--- config.mk ---
export PLATFORM = sky130hd
export DESIGN_NAME = day_number_to_date_flat
export DESIGN_NICKNAME = d
export VERILOG_FILES = /design/src/rtl/core/dnd_pkg.sv /design/src/rtl/core/dnd_if.sv /design/src/rtl/core/dnd_era_div.sv /design/src/rtl/core/day_number_to_date.sv /design/src/flat_wrapper.sv
export SDC_FILE = /design/constraint.sdc
export NUM_CORES = 2
export LEC_CHECK = 0
export BUFFER_PORTS_ARGS = -buffer_cell sky130_fd_sc_hd__buf_2
export CAP_MARGIN = 10
export CORE_UTILIZATION = 40
export CTS_CLUSTER_DIAMETER = 150
export DETAILED_ROUTE_END_ITERATION = 7
export GPL_ROUTABILITY_DRIVEN = 0
export PLACE_DENSITY = 0.53
export RECOVER_POWER = 50
export REMOVE_ABC_BUFFERS = 1
export SYNTH_ARGS = -nofsm -noshare
export SYNTH_HDL_FRONTEND = slang
export SYNTH_SLANG_ARGS = --single-unit
--- constraint.sdc ---
create_clock -name clk_i -period 6.8 [get_ports clk_i]
set_input_delay 0.34 -clock clk_i [delete_from_list [all_inputs] [get_ports clk_i]]
set_output_delay 0.34 -clock clk_i [all_outputs]
set_load 0.05 [all_outputs]
--- src/rtl/core/dnd_pkg.sv ---
// ----------------------------------------------------------------------------
// dnd_pkg: shared types and constants for the day-number-to-date converter
// Field widths, calendar constants and reciprocals for constant division.
// ----------------------------------------------------------------------------
package dnd_pkg;

  // Port field widths
  localparam int unsigned DAY_NUM_W = 32;
  localparam int unsigned YEAR_W    = 14;
  localparam int unsigned MONTH_W   = 4;
  localparam int unsigned DOM_W     = 5;

  // Internal widths
  localparam int unsigned Z_W      = 32;  // day count from 0000-03-01
  localparam int unsigned ERA_W    = 15;  // 400-year era index
  localparam int unsigned REM_W    = 19;  // remainder before correction, < 2 eras
  localparam int unsigned DOE_W    = 18;  // day of era, 0..146096
  localparam int unsigned YOE_W    = 9;   // year of era, 0..399
  localparam int unsigned DOY_W    = 9;   // day of March-based year, 0..365
  localparam int unsigned MP_W     = 4;   // March-based month, 0..11
  localparam int unsigned YEAR_F_W = 24;  // unclamped year
  localparam int unsigned MT_W     = 11;  // 5*doy+2 and 153*mp+2

  // Pipeline layout
  localparam int unsigned ERA_STAGES = 4;
  localparam int unsigned NUM_STAGES = 11;

  typedef logic [DAY_NUM_W-1:0] day_num_t;
  typedef logic [YEAR_W-1:0]    year_t;
  typedef logic [MONTH_W-1:0]   month_t;
  typedef logic [DOM_W-1:0]     dom_t;
  typedef logic [ERA_W-1:0]     era_t;
  typedef logic [DOE_W-1:0]     doe_t;

  // Calendar constants
  localparam logic [Z_W-1:0]      MARCH_OFFSET = 32'd305;
  localparam logic [DOE_W-1:0]    ERA_DAYS     = 18'd146097;
  localparam logic [DOE_W-1:0]    ERA_LAST_DAY = 18'd146096;
  localparam logic [DOE_W-1:0]    CENT_DAYS_1  = 18'd36524;
  localparam logic [DOE_W-1:0]    CENT_DAYS_2  = 18'd73048;
  localparam logic [DOE_W-1:0]    CENT_DAYS_3  = 18'd109572;
  localparam logic [YOE_W-1:0]    YEAR_DAYS    = 9'd365;
  localparam logic [YOE_W-1:0]    ERA_YEARS    = 9'd400;
  localparam logic [YOE_W-1:0]    YOE_100      = 9'd100;
  localparam logic [YOE_W-1:0]    YOE_200      = 9'd200;
  localparam logic [YOE_W-1:0]    YOE_300      = 9'd300;
  localparam logic [MT_W-1:0]     MP_DAYS      = 11'd153;
  localparam logic [MP_W-1:0]     MP_JAN       = 4'd10;
  localparam logic [MP_W-1:0]     MP_MONTH_ADD = 4'd3;
  localparam logic [MP_W-1:0]     MP_MONTH_SUB = 4'd9;
  localparam logic [YEAR_F_W-1:0] MAX_YEAR_F   = 24'd9999;
  localparam year_t               MAX_YEAR     = 14'd9999;

  // Reciprocals: floor(n / d) == (n * R) >> S over the operand range
  localparam int unsigned ERA_SHIFT = 49;
  localparam logic [63:0] ERA_RECIP_F = (64'd1 << ERA_SHIFT) / 64'd146097;
  localparam logic [31:0] ERA_RECIP   = ERA_RECIP_F[31:0];  // underestimates by <= 1

  localparam int unsigned D1460_SHIFT = 29;
  localparam logic [63:0] D1460_RECIP_F = ((64'd1 << D1460_SHIFT) + 64'd1459) / 64'd1460;
  localparam logic [18:0] D1460_RECIP   = D1460_RECIP_F[18:0];

  localparam int unsigned D365_SHIFT = 27;
  localparam logic [63:0] D365_RECIP_F = ((64'd1 << D365_SHIFT) + 64'd364) / 64'd365;
  localparam logic [18:0] D365_RECIP   = D365_RECIP_F[18:0];

  localparam int unsigned D153_SHIFT = 19;
  localparam logic [63:0] D153_RECIP_F = ((64'd1 << D153_SHIFT) + 64'd152) / 64'd153;
  localparam logic [11:0] D153_RECIP   = D153_RECIP_F[11:0];

  localparam int unsigned D5_SHIFT = 14;
  localparam logic [63:0] D5_RECIP_F = ((64'd1 << D5_SHIFT) + 64'd4) / 64'd5;
  localparam logic [11:0] D5_RECIP   = D5_RECIP_F[11:0];

endpackage

--- src/rtl/core/dnd_if.sv ---
// ----------------------------------------------------------------------------
// dnd_if: stream channels of the day-number-to-date converter
// Valid/ready channels for day-number beats in and date beats out.
// ----------------------------------------------------------------------------
interface dnd_day_if;
  import dnd_pkg::*;

  logic     valid;
  logic     ready;
  day_num_t day_number;

  modport source (output valid, output day_number, input ready);
  modport sink   (input valid, input day_number, output ready);
endinterface

interface dnd_date_if;
  import dnd_pkg::*;

  logic   valid;
  logic   ready;
  year_t  year;
  month_t month;
  dom_t   day_of_month;
  logic   invalid;
  logic   year_clamped;

  modport source (
    output valid, output year, output month, output day_of_month,
    output invalid, output year_clamped, input ready
  );
  modport sink (
    input valid, input year, input month, input day_of_month,
    input invalid, input year_clamped, output ready
  );
endinterface

--- src/rtl/core/dnd_era_div.sv ---
// ----------------------------------------------------------------------------
// dnd_era_div: split day count into 400-year era and day of era
// Four stages: offset, reciprocal multiply, remainder, one-step correction.
// ----------------------------------------------------------------------------
module dnd_era_div (
  input  logic                               clk_i,
  input  logic [dnd_pkg::ERA_STAGES-1:0]     ld_i,
  input  dnd_pkg::day_num_t                  day_number_i,
  output dnd_pkg::era_t                      era_o,
  output dnd_pkg::doe_t                      doe_o,
  output logic                               invalid_o
);
  import dnd_pkg::*;

  // stage 0
  logic [Z_W-1:0]   z0_q;
  logic             inv0_q;
  // stage 1
  logic [2*Z_W-1:0] prod;
  era_t             qe1_q;
  logic [Z_W-1:0]   z1_q;
  logic             inv1_q;
  // stage 2
  logic [Z_W-1:0]   qm;
  logic [Z_W-1:0]   rem_full;
  logic [REM_W-1:0] rem2_q;
  era_t             qe2_q;
  logic             inv2_q;
  // stage 3
  logic             over;
  logic [REM_W-1:0] rem_adj;
  era_t             era3_q;
  doe_t             doe3_q;
  logic             inv3_q;

  assign prod     = z0_q * ERA_RECIP;
  assign qm       = qe1_q * ERA_DAYS;
  assign rem_full = z1_q - qm;
  assign over     = (rem2_q >= {1'b0, ERA_DAYS});
  assign rem_adj  = rem2_q - {1'b0, ERA_DAYS};

  always_ff @(posedge clk_i) begin
    if (ld_i[0]) begin
      z0_q   <= day_number_i + MARCH_OFFSET;
      inv0_q <= (day_number_i == '0) | day_number_i[DAY_NUM_W-1];
    end
    if (ld_i[1]) begin
      qe1_q  <= prod[2*Z_W-1:ERA_SHIFT];
      z1_q   <= z0_q;
      inv1_q <= inv0_q;
    end
    if (ld_i[2]) begin
      rem2_q <= rem_full[REM_W-1:0];
      qe2_q  <= qe1_q;
      inv2_q <= inv1_q;
    end
    if (ld_i[3]) begin
      era3_q <= qe2_q + ERA_W'(over);
      doe3_q <= over ? rem_adj[DOE_W-1:0] : rem2_q[DOE_W-1:0];
      inv3_q <= inv2_q;
    end
  end

  assign era_o     = era3_q;
  assign doe_o     = doe3_q;
  assign invalid_o = inv3_q;

endmodule

--- src/rtl/core/day_number_to_date.sv ---
// ----------------------------------------------------------------------------
// day_number_to_date: signed day number (0001-01-01 = 1) to Gregorian date
// An accepted input beat passes through every stage in order to its output beat.
// Throughput: one beat per cycle when not stalled; every stage holds its beat under
// back-pressure and an empty stage downstream lets the stages above it keep loading.
// Reset clears the stage valid bits only; no calendar state is kept.
// ----------------------------------------------------------------------------
module day_number_to_date (
  input  logic       clk_i,
  input  logic       rst_ni,
  dnd_day_if.sink    day_i,
  dnd_date_if.source date_o
);
  import dnd_pkg::*;

  // Stage valid bits and per-stage load enables. A stage may load when any
  // stage at or below it is empty, or when the output beat is being taken.
  logic [NUM_STAGES-1:0] v_q;
  logic [NUM_STAGES-1:0] ld;

  for (genvar k = 0; k < NUM_STAGES; k++) begin : g_ld
    assign ld[k] = date_o.ready | ~(&v_q[NUM_STAGES-1:k]);
  end

  assign day_i.ready = ld[0];

  always_ff @(posedge clk_i or negedge rst_ni) begin
    if (!rst_ni) begin
      v_q <= '0;
    end else begin
      for (int k = 0; k < NUM_STAGES; k++) begin
        if (ld[k]) begin
          v_q[k] <= (k == 0) ? day_i.valid : v_q[(k == 0) ? 0 : k-1];
        end
      end
    end
  end

  // Stages 0..3: era and day of era
  era_t era3;
  doe_t doe3;
  logic inv3;

  dnd_era_div u_era_div (
    .clk_i        (clk_i),
    .ld_i         (ld[ERA_STAGES-1:0]),
    .day_number_i (day_i.day_number),
    .era_o        (era3),
    .doe_o        (doe3),
    .invalid_o    (inv3)
  );

  // Stage 4: the three leap corrections of doe
  logic [DOE_W+19-1:0] p1460;
  logic [6:0]          a4_q;
  logic [2:0]          b4_q;
  logic                c4_q;
  doe_t                doe4_q;
  era_t                era4_q;
  logic                inv4_q;
  logic [2:0]          cent_cnt;

  assign p1460    = doe3 * D1460_RECIP;
  assign cent_cnt = 3'(doe3 >= CENT_DAYS_1) + 3'(doe3 >= CENT_DAYS_2)
                  + 3'(doe3 >= CENT_DAYS_3) + 3'(doe3 >= ERA_LAST_DAY);

  // Stage 5: corrected day count inside the era
  doe_t n5_q;
  doe_t doe5_q;
  era_t era5_q;
  logic inv5_q;
  doe_t n_sum;

  assign n_sum = doe4_q - DOE_W'(a4_q) + DOE_W'(b4_q) - DOE_W'(c4_q);

  // Stage 6: year of era = n / 365
  logic [DOE_W+19-1:0] p365;
  logic [YOE_W-1:0]    yoe6_q;
  doe_t                doe6_q;
  era_t                era6_q;
  logic                inv6_q;

  assign p365 = n5_q * D365_RECIP;

  // Stage 7: day of year and year before the January/February bump
  logic [DOE_W-1:0]    yoe_days;
  logic [DOE_W-1:0]    yr_start;
  logic [1:0]          cent_yrs;
  logic [DOE_W-1:0]    doy_full;
  logic [YEAR_F_W-1:0] era_yrs;
  logic [YEAR_F_W-1:0] year_sum;
  logic [DOY_W-1:0]    doy7_q;
  logic [YEAR_F_W-1:0] year7_q;
  logic                inv7_q;

  assign yoe_days = yoe6_q * YEAR_DAYS;
  assign cent_yrs = 2'(yoe6_q >= YOE_100) + 2'(yoe6_q >= YOE_200) + 2'(yoe6_q >= YOE_300);
  assign yr_start = yoe_days + DOE_W'(yoe6_q >> 2) - DOE_W'(cent_yrs);
  assign doy_full = doe6_q - yr_start;
  assign era_yrs  = era6_q * ERA_YEARS;
  assign year_sum = era_yrs + YEAR_F_W'(yoe6_q);

  // Stage 8: March-based month = (5*doy + 2) / 153
  logic [MT_W-1:0]    t8;
  logic [MT_W+12-1:0] p153;
  logic [MP_W-1:0]    mp8_q;
  logic [DOY_W-1:0]   doy8_q;
  logic [YEAR_F_W-1:0] year8_q;
  logic               inv8_q;

  assign t8   = (MT_W'(doy7_q) << 2) + MT_W'(doy7_q) + MT_W'(2);
  assign p153 = t8 * D153_RECIP;

  // Stage 9: day of month, calendar month, final year
  // (153*mp + 2) / 5 reaches 337, so the quotient takes DOY_W bits
  logic [MT_W-1:0]     u9;
  logic [MT_W+12-1:0]  p5;
  logic [DOY_W-1:0]    dom_full;
  logic                jan_feb;
  dom_t                dom9_q;
  month_t              mon9_q;
  logic [YEAR_F_W-1:0] year9_q;
  logic                inv9_q;

  assign u9       = MT_W'(mp8_q) * MP_DAYS + MT_W'(2);
  assign p5       = u9 * D5_RECIP;
  assign dom_full = doy8_q - p5[D5_SHIFT+DOY_W-1:D5_SHIFT] + DOY_W'(1);
  assign jan_feb  = (mp8_q >= MP_JAN);

  // Stage 10: clamp and invalid masking, output register
  year_t  year_q;
  month_t month_q;
  dom_t   dom_q;
  logic   invalid_q;
  logic   clamped_q;
  logic   over_max;

  assign over_max = (year9_q > MAX_YEAR_F);

  always_ff @(posedge clk_i) begin
    if (ld[4]) begin
      a4_q   <= p1460[D1460_SHIFT+6:D1460_SHIFT];
      b4_q   <= cent_cnt;
      c4_q   <= (doe3 == ERA_LAST_DAY);
      doe4_q <= doe3;
      era4_q <= era3;
      inv4_q <= inv3;
    end
    if (ld[5]) begin
      n5_q   <= n_sum;
      doe5_q <= doe4_q;
      era5_q <= era4_q;
      inv5_q <= inv4_q;
    end
    if (ld[6]) begin
      yoe6_q <= p365[D365_SHIFT+YOE_W-1:D365_SHIFT];
      doe6_q <= doe5_q;
      era6_q <= era5_q;
      inv6_q <= inv5_q;
    end
    if (ld[7]) begin
      doy7_q  <= doy_full[DOY_W-1:0];
      year7_q <= year_sum;
      inv7_q  <= inv6_q;
    end
    if (ld[8]) begin
      mp8_q   <= p153[D153_SHIFT+MP_W-1:D153_SHIFT];
      doy8_q  <= doy7_q;
      year8_q <= year7_q;
      inv8_q  <= inv7_q;
    end
    if (ld[9]) begin
      dom9_q  <= dom_full[DOM_W-1:0];
      mon9_q  <= jan_feb ? (mp8_q - MP_MONTH_SUB) : (mp8_q + MP_MONTH_ADD);
      year9_q <= year8_q + YEAR_F_W'(jan_feb);
      inv9_q  <= inv8_q;
    end
    if (ld[10]) begin
      // invalid beats leave every date field at zero
      if (inv9_q) begin
        year_q    <= '0;
        month_q   <= '0;
        dom_q     <= '0;
        invalid_q <= 1'b1;
        clamped_q <= 1'b0;
      end else begin
        year_q    <= over_max ? MAX_YEAR : year9_q[YEAR_W-1:0];
        month_q   <= mon9_q;
        dom_q     <= dom9_q;
        invalid_q <= 1'b0;
        clamped_q <= over_max;
      end
    end
  end

  assign date_o.valid        = v_q[NUM_STAGES-1];
  assign date_o.year         = year_q;
  assign date_o.month        = month_q;
  assign date_o.day_of_month = dom_q;
  assign date_o.invalid      = invalid_q;
  assign date_o.year_clamped = clamped_q;

endmodule

--- src/flat_wrapper.sv ---
// flat-port wrapper written by rule: the top's interface ports become plain ports
module day_number_to_date_flat import dnd_pkg::*;
  (clk_i, rst_ni, day_i_valid, day_i_day_number, day_i_ready, date_o_valid, date_o_year, date_o_month, date_o_day_of_month, date_o_invalid, date_o_year_clamped, date_o_ready);
  dnd_day_if day_i_i ();
  dnd_date_if date_o_i ();
  input  logic clk_i;
  input  logic rst_ni;
  input wire logic [$bits(day_i_i.valid)-1:0] day_i_valid;
  input wire logic [$bits(day_i_i.day_number)-1:0] day_i_day_number;
  output wire logic [$bits(day_i_i.ready)-1:0] day_i_ready;
  output wire logic [$bits(date_o_i.valid)-1:0] date_o_valid;
  output wire logic [$bits(date_o_i.year)-1:0] date_o_year;
  output wire logic [$bits(date_o_i.month)-1:0] date_o_month;
  output wire logic [$bits(date_o_i.day_of_month)-1:0] date_o_day_of_month;
  output wire logic [$bits(date_o_i.invalid)-1:0] date_o_invalid;
  output wire logic [$bits(date_o_i.year_clamped)-1:0] date_o_year_clamped;
  input wire logic [$bits(date_o_i.ready)-1:0] date_o_ready;
  assign day_i_i.valid = day_i_valid;
  assign day_i_i.day_number = day_i_day_number;
  assign day_i_ready = day_i_i.ready;
  assign date_o_valid = date_o_i.valid;
  assign date_o_year = date_o_i.year;
  assign date_o_month = date_o_i.month;
  assign date_o_day_of_month = date_o_i.day_of_month;
  assign date_o_invalid = date_o_i.invalid;
  assign date_o_year_clamped = date_o_i.year_clamped;
  assign date_o_i.ready = date_o_ready;
  day_number_to_date u_core (.clk_i(clk_i), .rst_ni(rst_ni), .day_i(day_i_i), .date_o(date_o_i));
endmodule
==> summary.txt <==
Worst-margin pin slew: 2.777 ns
Post-layout instance area: 61810 sq um
Final worst path period share: 103.7%
Yosys cell types: 86
Routed WL per cell: 18.00 microns
Area growth, synth to finish: 15.18%
Hold Crit Class: input pin to register
Syn. warnings: 0
Final setup fails: 13
Reg2reg end: u_core.u_era_div.qe1_q[12]
Final design utilization: 46.38%
Tmin final: 7.055 ns
Total Nets Final: 7162
Vias in the first global route: 36531
Clock root cell: clkbuf_16
Clock Skew: 0.03177 ns
H-Tree Depth: 2
Number of enable flip-flop cells after synthesis: 386
Initial core utilization: 40.26%
First-iteration detailed-routing DRC count: 1397
Most common cell after layout, fill and taps aside: inv_1
Post-Synthesis Cells: 4706
Slew HR: -85.14%
Grt total ovfl: 0
Pre-antenna DRT Iters: 5
Via density: 4.714
Max Cap Violations: 6
Die width: 368.3 microns
# IOs: 63
Largest net degree at the start of global routing: 48
Mean cell area of the mapped netlist: 11.40 sq um
Remaining DRCs: 0
Final Max Tran Viols: 235
Via count: 33228
Count of final hold-check violations: 0
Port bufs: 62
R2R Setup Slk: -0.25 ns
Arrival @ worst endpoint: 7.42 ns
CP Launch Type: register
# fillers: 12414
RSZ-0062 raised after global routing: yes
Critical Path Start: u_core.u_era_div.z0_q[23]
Min-delay src: day_i_day_number[20]
Initial antenna violation count: 2
Critical path destination: u_core.u_era_div.qe1_q[12]
Sequential Area: 11870 sq um
Clk slew on worst S/H paths: 0.06 ns
Fin cells: 7049
Setup ws final: -0.2546 ns
Share of cells above drive strength 1: 13.08%
Total Wirelength: 126900 microns
Reg2Reg Depth: 22
Register area share after synthesis: 22.11%
Die H: 368.3 microns
Placed Instances: 6909
Sink Count: 397
Die Area: 135600 sq um
First-pass GRT wire length: 203900 microns
Clock tree buffer depth: 3
Gr usage total: 19.48%
Critical-path maximum fanout: 4
Critical path class: register to register
Fmax achieved: 0.1418 GHz
Rows: 134
Dpl hpwl: 111300 microns
Status: complete, but fails checks
Mapped cell area: 53670 sq um
Most frequent cells in the layout: inv_1, ha_1, fa_1
Post-synthesis register bit count: 397
Async SR Flop Fraction: 2.771%
R2R Path Start: u_core.u_era_div.z0_q[23]
Worst skew pair latency: 0.64 ns
Post-DP Area: 59080 sq um
Top_reg_cell synth: edfxtp_1
Core area: 133300 sq um
CTS tree: yes
Failing checks: capacitance limit, slew limit, setup timing
Final ANT Viol Nets: 0
CTS buffer count: 48
Worst endpoint required time: 7.17 ns
Multi-input logic area: 37760 sq um
Crit. End Element: register
==> metrics by stage <==
stage               TNS (ns)  hold slack, ns  worst slack (ns)
floorplan             -1.011         0.04441           -0.4733
global placement      -5.459          0.2708           -0.4531
detailed placement    -6.449          0.2767           -0.5210
CTS                   -1.774        0.006172           -0.2193
global route          -5.952         0.02422           -0.4441
finish                -2.168         0.05119           -0.2546
==> layer usage <==
layer	track usage (%)	share of wire [%]	vias to the layer above
li1	-	-	16188
met1	24.82	43	16393
met2	34.88	50	490
met3	2.292	3.6	157
met4	4.812	2.7	0
met5	0	0	-
==> layout make-up <==
cell class | count | area share (%)
Clock inverter | 26 | 0.4615
Tap cell | 1768 | 3.579
Inverter | 1292 | 7.854
Timing Repair Buffer | 489 | 5.734
Sequential cell | 397 | 19.20
Antenna cell | 4 | 0.01619
Clock buffer | 60 | 2.081
Multi-Input combinational cell | 3013 | 61.08
==> how the worst min path moves through the flow <==
stage | end | slack [ns] | cells after the start
floorplan | u_core.v_q[0] | 0.04 | 0
global placement | u_core.v_q[10] | 0.27 | 1
detailed placement | u_core.v_q[10] | 0.28 | 1
CTS | u_core.u_era_div.z0_q[20] | 0.006 | 2
global route | u_core.u_era_div.z0_q[20] | 0.02 | 2
finish | u_core.u_era_div.z0_q[20] | 0.05 | 2
==> synthesized netlist by cell type (21+ instances only) <==
| master | instances | area (sq um) |
|---|---|---|
| nor3_1 | 26 | 130.1 |
| nand2_1 | 86 | 322.8 |
| xnor2_1 | 180 | 1577 |
| nor2_1 | 107 | 401.6 |
| nor2b_1 | 34 | 212.7 |
| nand2b_1 | 21 | 131.4 |
| nand3_1 | 59 | 295.3 |
| xor2_1 | 74 | 648.1 |
| o21ai_0 | 64 | 320.3 |
| a21oi_1 | 132 | 660.6 |
| fa_1 | 793 | 15880 |
| a21o_1 | 58 | 435.4 |
| ha_1 | 1092 | 13660 |
| inv_1 | 1292 | 4850 |
| nand4_1 | 31 | 193.9 |
| edfxtp_1 | 386 | 11590 |
| o21bai_1 | 25 | 187.7 |
==> critical path: stages, from the launching register on <==
cell and delay, ns:
edfxtp_1 0.48, buf_4 0.20, fa_1 0.48, ha_1 0.35, fa_1 0.49, fa_1 0.61
inv_1 0.07, fa_1 0.50, inv_1 0.05, fa_2 0.54, fa_2 0.44, fa_2 0.47
ha_4 0.31, nand4_1 0.18, buf_4 0.20, nor4_4 0.34, nand2_1 0.11, o211a_4 0.26
a21oi_4 0.17, buf_12 0.13, nand4_4 0.12, nor2b_4 0.15, xnor2_1 0.11
==> registers in the layout, summed over array words and instances (netlist names), 18 cells and up <==
signal                   cells
u_core.u_era_div.z0_q       32
u_core.year7_q              24
u_core.year8_q              24
u_core.year9_q              24
u_core.u_era_div.rem2_q     19
u_core.u_era_div.z1_q       19
u_core.doe4_q               18
u_core.n5_q                 18
u_core.u_era_div.doe_o      18
==> logic make-up after synthesis <==
| group | synth area share (%) |
|---|---|
| flip-flops | 22.11 |
| AO/OA/AOI/OAI | 5.127 |
| AND/OR/NAND/NOR | 4.472 |
| multiplexers | 0.03963 |
| buffers and inverters | 9.067 |
| adder cells (fa/ha/maj) | 55.04 |
| XOR/XNOR | 4.145 |
==> timing repair <==
action                                  4_1_cts  5_1_grt
endpoints found under the setup margin       19       22
pin swaps                                   122       79
endpoints found under the hold margin        14        0
hold buffers                                  4        0
gates resized for setup                     122       60
setup buffers                                25       21
Power is left out: the tool's default activity adds up to more than one toggle a clock period on the data nets, which glitch-free logic cannot reach.
